<file path="config.mk">
export PLATFORM = sky130hd
export DESIGN_NAME = lnau_ram
export DESIGN_NICKNAME = d
export VERILOG_FILES = /design/src/rtl/lnau_ram.sv
export SDC_FILE = /design/constraint.sdc
export NUM_CORES = 1
export LEC_CHECK = 0
export ABC_AREA = 1
export BUFFER_PORTS_ARGS = -buffer_cell sky130_fd_sc_hd__buf_2
export CAP_MARGIN = 20
export CORE_ASPECT_RATIO = 0.6
export CORE_MARGIN = 10
export CORE_UTILIZATION = 55
export CTS_BUF_LIST = sky130_fd_sc_hd__clkbuf_16
export CTS_CLUSTER_DIAMETER = 120
export DETAILED_ROUTE_END_ITERATION = 7
export GPL_TIMING_DRIVEN = 0
export PLACE_DENSITY = 0.86
export SLEW_MARGIN = 25
export SYNTH_ARGS = -nofsm -noshare
export SYNTH_HDL_FRONTEND = slang
export SYNTH_SLANG_ARGS = --single-unit
</file>
<file path="constraint.sdc">
create_clock -name clk_i -period 1 [get_ports clk_i]
set_input_delay 0 -clock clk_i [delete_from_list [all_inputs] [get_ports clk_i]]
set_output_delay 0 -clock clk_i [all_outputs]
set_load 0.01 [all_outputs]
</file>
<file path="src/rtl/lnau_ram.sv">
`timescale 1ns / 1ps
module lnau_ram #(
  parameter int unsigned WIDTH = 8,
  parameter int unsigned DEPTH = 16,
  localparam int unsigned AW = (DEPTH > 1) ? $clog2(DEPTH) : 1
) (
  input  logic             clk_i,
  input  logic             we_i,
  input  logic [AW-1:0]    waddr_i,
  input  logic [WIDTH-1:0] wdata_i,
  input  logic             re_i,
  input  logic [AW-1:0]    raddr_i,
  output logic [WIDTH-1:0] rdata_o
);
  logic [WIDTH-1:0] mem_q [DEPTH];

  // read during write to the same entry returns the old word
  always_ff @(posedge clk_i) begin
    if (we_i) begin
      mem_q[waddr_i] <= wdata_i;
    end
    if (re_i) begin
      rdata_o <= mem_q[raddr_i];
    end
  end
endmodule

</file>
==> results.cfg <==
[run_status]
outcome = finished with violations
violations = negative setup slack

[placement]
gp_congestion = 0.8962
portBuffers = 23
dp.cells = 713
place_area_mm2 = 0.006136
place_hpwl_mm = 9.819
pre_cts_slack_ns = -0.4862

[grt]
grtUsageTotal = 0.1974
grt_max_degree = 17
antenna_found_initial = 0
grt_pass1_wl_mm = 22.66
overflow = 0
grt_pass1_vias = 4068

[detailed_routing]
drc = 0
wl_mm = 15.29
via_per_inst = 5.607
post_drt_wl_per_cell_um = 20.39
dr.pass1.iters = 5
ant_nets = 0
drtIter0Drc = 631
num_vias = 4205

[critical_path]
startpoint_type = flop
worst_path_largest_cell_delay_ns = 0.40
end_kind = flop
crit_type = reg -> reg
arrival_ns = 1.38
slowest_stage = edfxtp_1
cp.required_ns = 1.17
cp_common_cell = nand3_1
cp_cell_sequence = inv_1 > nand2_1 > nand3_1 > nand3_2 > nand3_1 > nand2_2
cp_max_fo = 1

[timing]
period_share = 1.213
max_clock_freq_mhz = 824.4
fin_ws_ns = -0.2130
setup_violations = 8
worst_pin_slew_ns = 0.7913
max_slew_margin = 0.4705
timing.final.crit_period_ns = 1.213
rsz0062_at_grt = true
finClkSkew_ns = 0.008725
whs_ns = 0.02584
drv_slew = 0
finalHoldViolCount = 0
setup_tns_ns = -1.034

[layout]
multi_input_area_mm2 = 0.001446
layout.nets = 617
layout_common_cells = nand2_1, edfxtp_1, inv_1
drive_gt1_frac = 0.2160
syn2layout_area_growth_pct = 20.61
final_area_mm2 = 0.007052
diodes = 0
instances_no_fill = 750
n_fill_cell = 725
regArea_mm2 = 0.004084
postLayoutCoreUtil = 0.6725
final_common_cell = nand2_1

[synth]
synth_top_area_cell = edfxtp_1
synth_cell_type_count = 11
syn_area_mm2 = 0.005847
syn_inst = 551
syn_nets = 570
synth-seq-area-share = 0.6985
ys_ff_latch = 136
ys_warn_count = 0
synth_top_cell_area_share = 0.6985
syn_area_per_cell_um2 = 10.61
synth_area_leaders = edfxtp_1, nand2_1, nand3_1

[clock_network]
cts_root_buf = clkbuf_16
tritoncts = yes
clock_latency_ns = 0.42
cts_made_buffers = 17
cts_setup_buffers = 0
clock_sinks = 136
cts_max_level = 4
clockBufferDepth = 2
cts.clk_slew.worst_paths_ns = 0.06

[power]
peakVddDrop_v = 0.001579
power_mw = 14.11
leakage_nw = 3.032
p_per_area_mw_per_mm2 = 2001

[run]
cap_violations = 0

[floorplanning]
ios = 27
core-area_mm2 = 0.01049
die_w_um = 153.1
row_count = 29
dieHeight_um = 99.87
start_util = 0.5576
die_area_mm2 = 0.01529

[worst_hold_path]
hp-class = in -> reg
[critical path: cells and delay by family, from the launching register on]
| family | cells | cell delay (ns) |
|---|---|---|
| simple gates | 5 | 0.48 |
| buf+inv | 1 | 0.08 |
| flops | 1 | 0.40 |
[registers in the layout, indices dropped and copies added (netlist names)]
signal   count
mem_q      128
rdata_o      8
[synth_stat cells (all sizes together)]
cell type  number
edfxtp        136
nand3          97
nand3b          2
nor2           17
inv           102
buf            24
nand2         173
[repair_timing]
item,CTS,global route
endpoints found under the hold margin,37,0
hold buffers,5,0
setup endpoints to repair,31,56
gates resized for setup,22,34
cloned,0,0
pin swaps,5,14
[worst paths after layout]
check,from,end,slack [ns],depth (start not counted)
max,mem_q[8][6]$_DFFE_PP_,rdata_o[6]$_DFFE_PP_,-0.21,6
min,wdata_i[1],mem_q[7][1]$_DFFE_PP_,0.03,1
min reg2reg,mem_q[5][3]$_DFFE_PP_,rdata_o[3]$_DFFE_PP_,0.79,6
max reg2reg,mem_q[8][6]$_DFFE_PP_,rdata_o[6]$_DFFE_PP_,-0.21,6
[power breakdown]
group | switching (mW) | total [mW] | internal, mW
registers | 0.0311 | 6.46 | 6.42
clock network | 2.29 | 6.68 | 4.39
logic | 0.692 | 0.974 | 0.282
total | 3.02 | 14.1 | 11.1
[cells by family (layout without fill, tap and decap cells)]
| group | after synthesis | after routing | synth area share |
|---|---|---|---|
| AND/OR/NAND/NOR | 289 | 289 | 0.2076 |
| flip-flops | 136 | 136 | 0.6985 |
| buffers and inverters | 126 | 186 | 0.09394 |
[per-layer routing]
layer / vias up / track usage / share of wire
met5: - / 0 / 0
met4: 0 / 0.06423 / 0.012
met3: 25 / 0.05935 / 0.13
met2: 291 / 0.2928 / 0.45
met1: 2012 / 0.2725 / 0.41
li1: 1877 / - / -
[cell type report]
cell class | instances | share of cell area
tap | 139 | 0.02466
buffer | 24 | 0.02360
multi-input combinational | 289 | 0.2051
timing repair buffer | 28 | 0.02342
clock inverter | 15 | 0.02945
clock buffer | 17 | 0.06033
inverter | 102 | 0.05429
sequential | 136 | 0.5791
No activity file was read; power rests on OpenSTA's default activity.
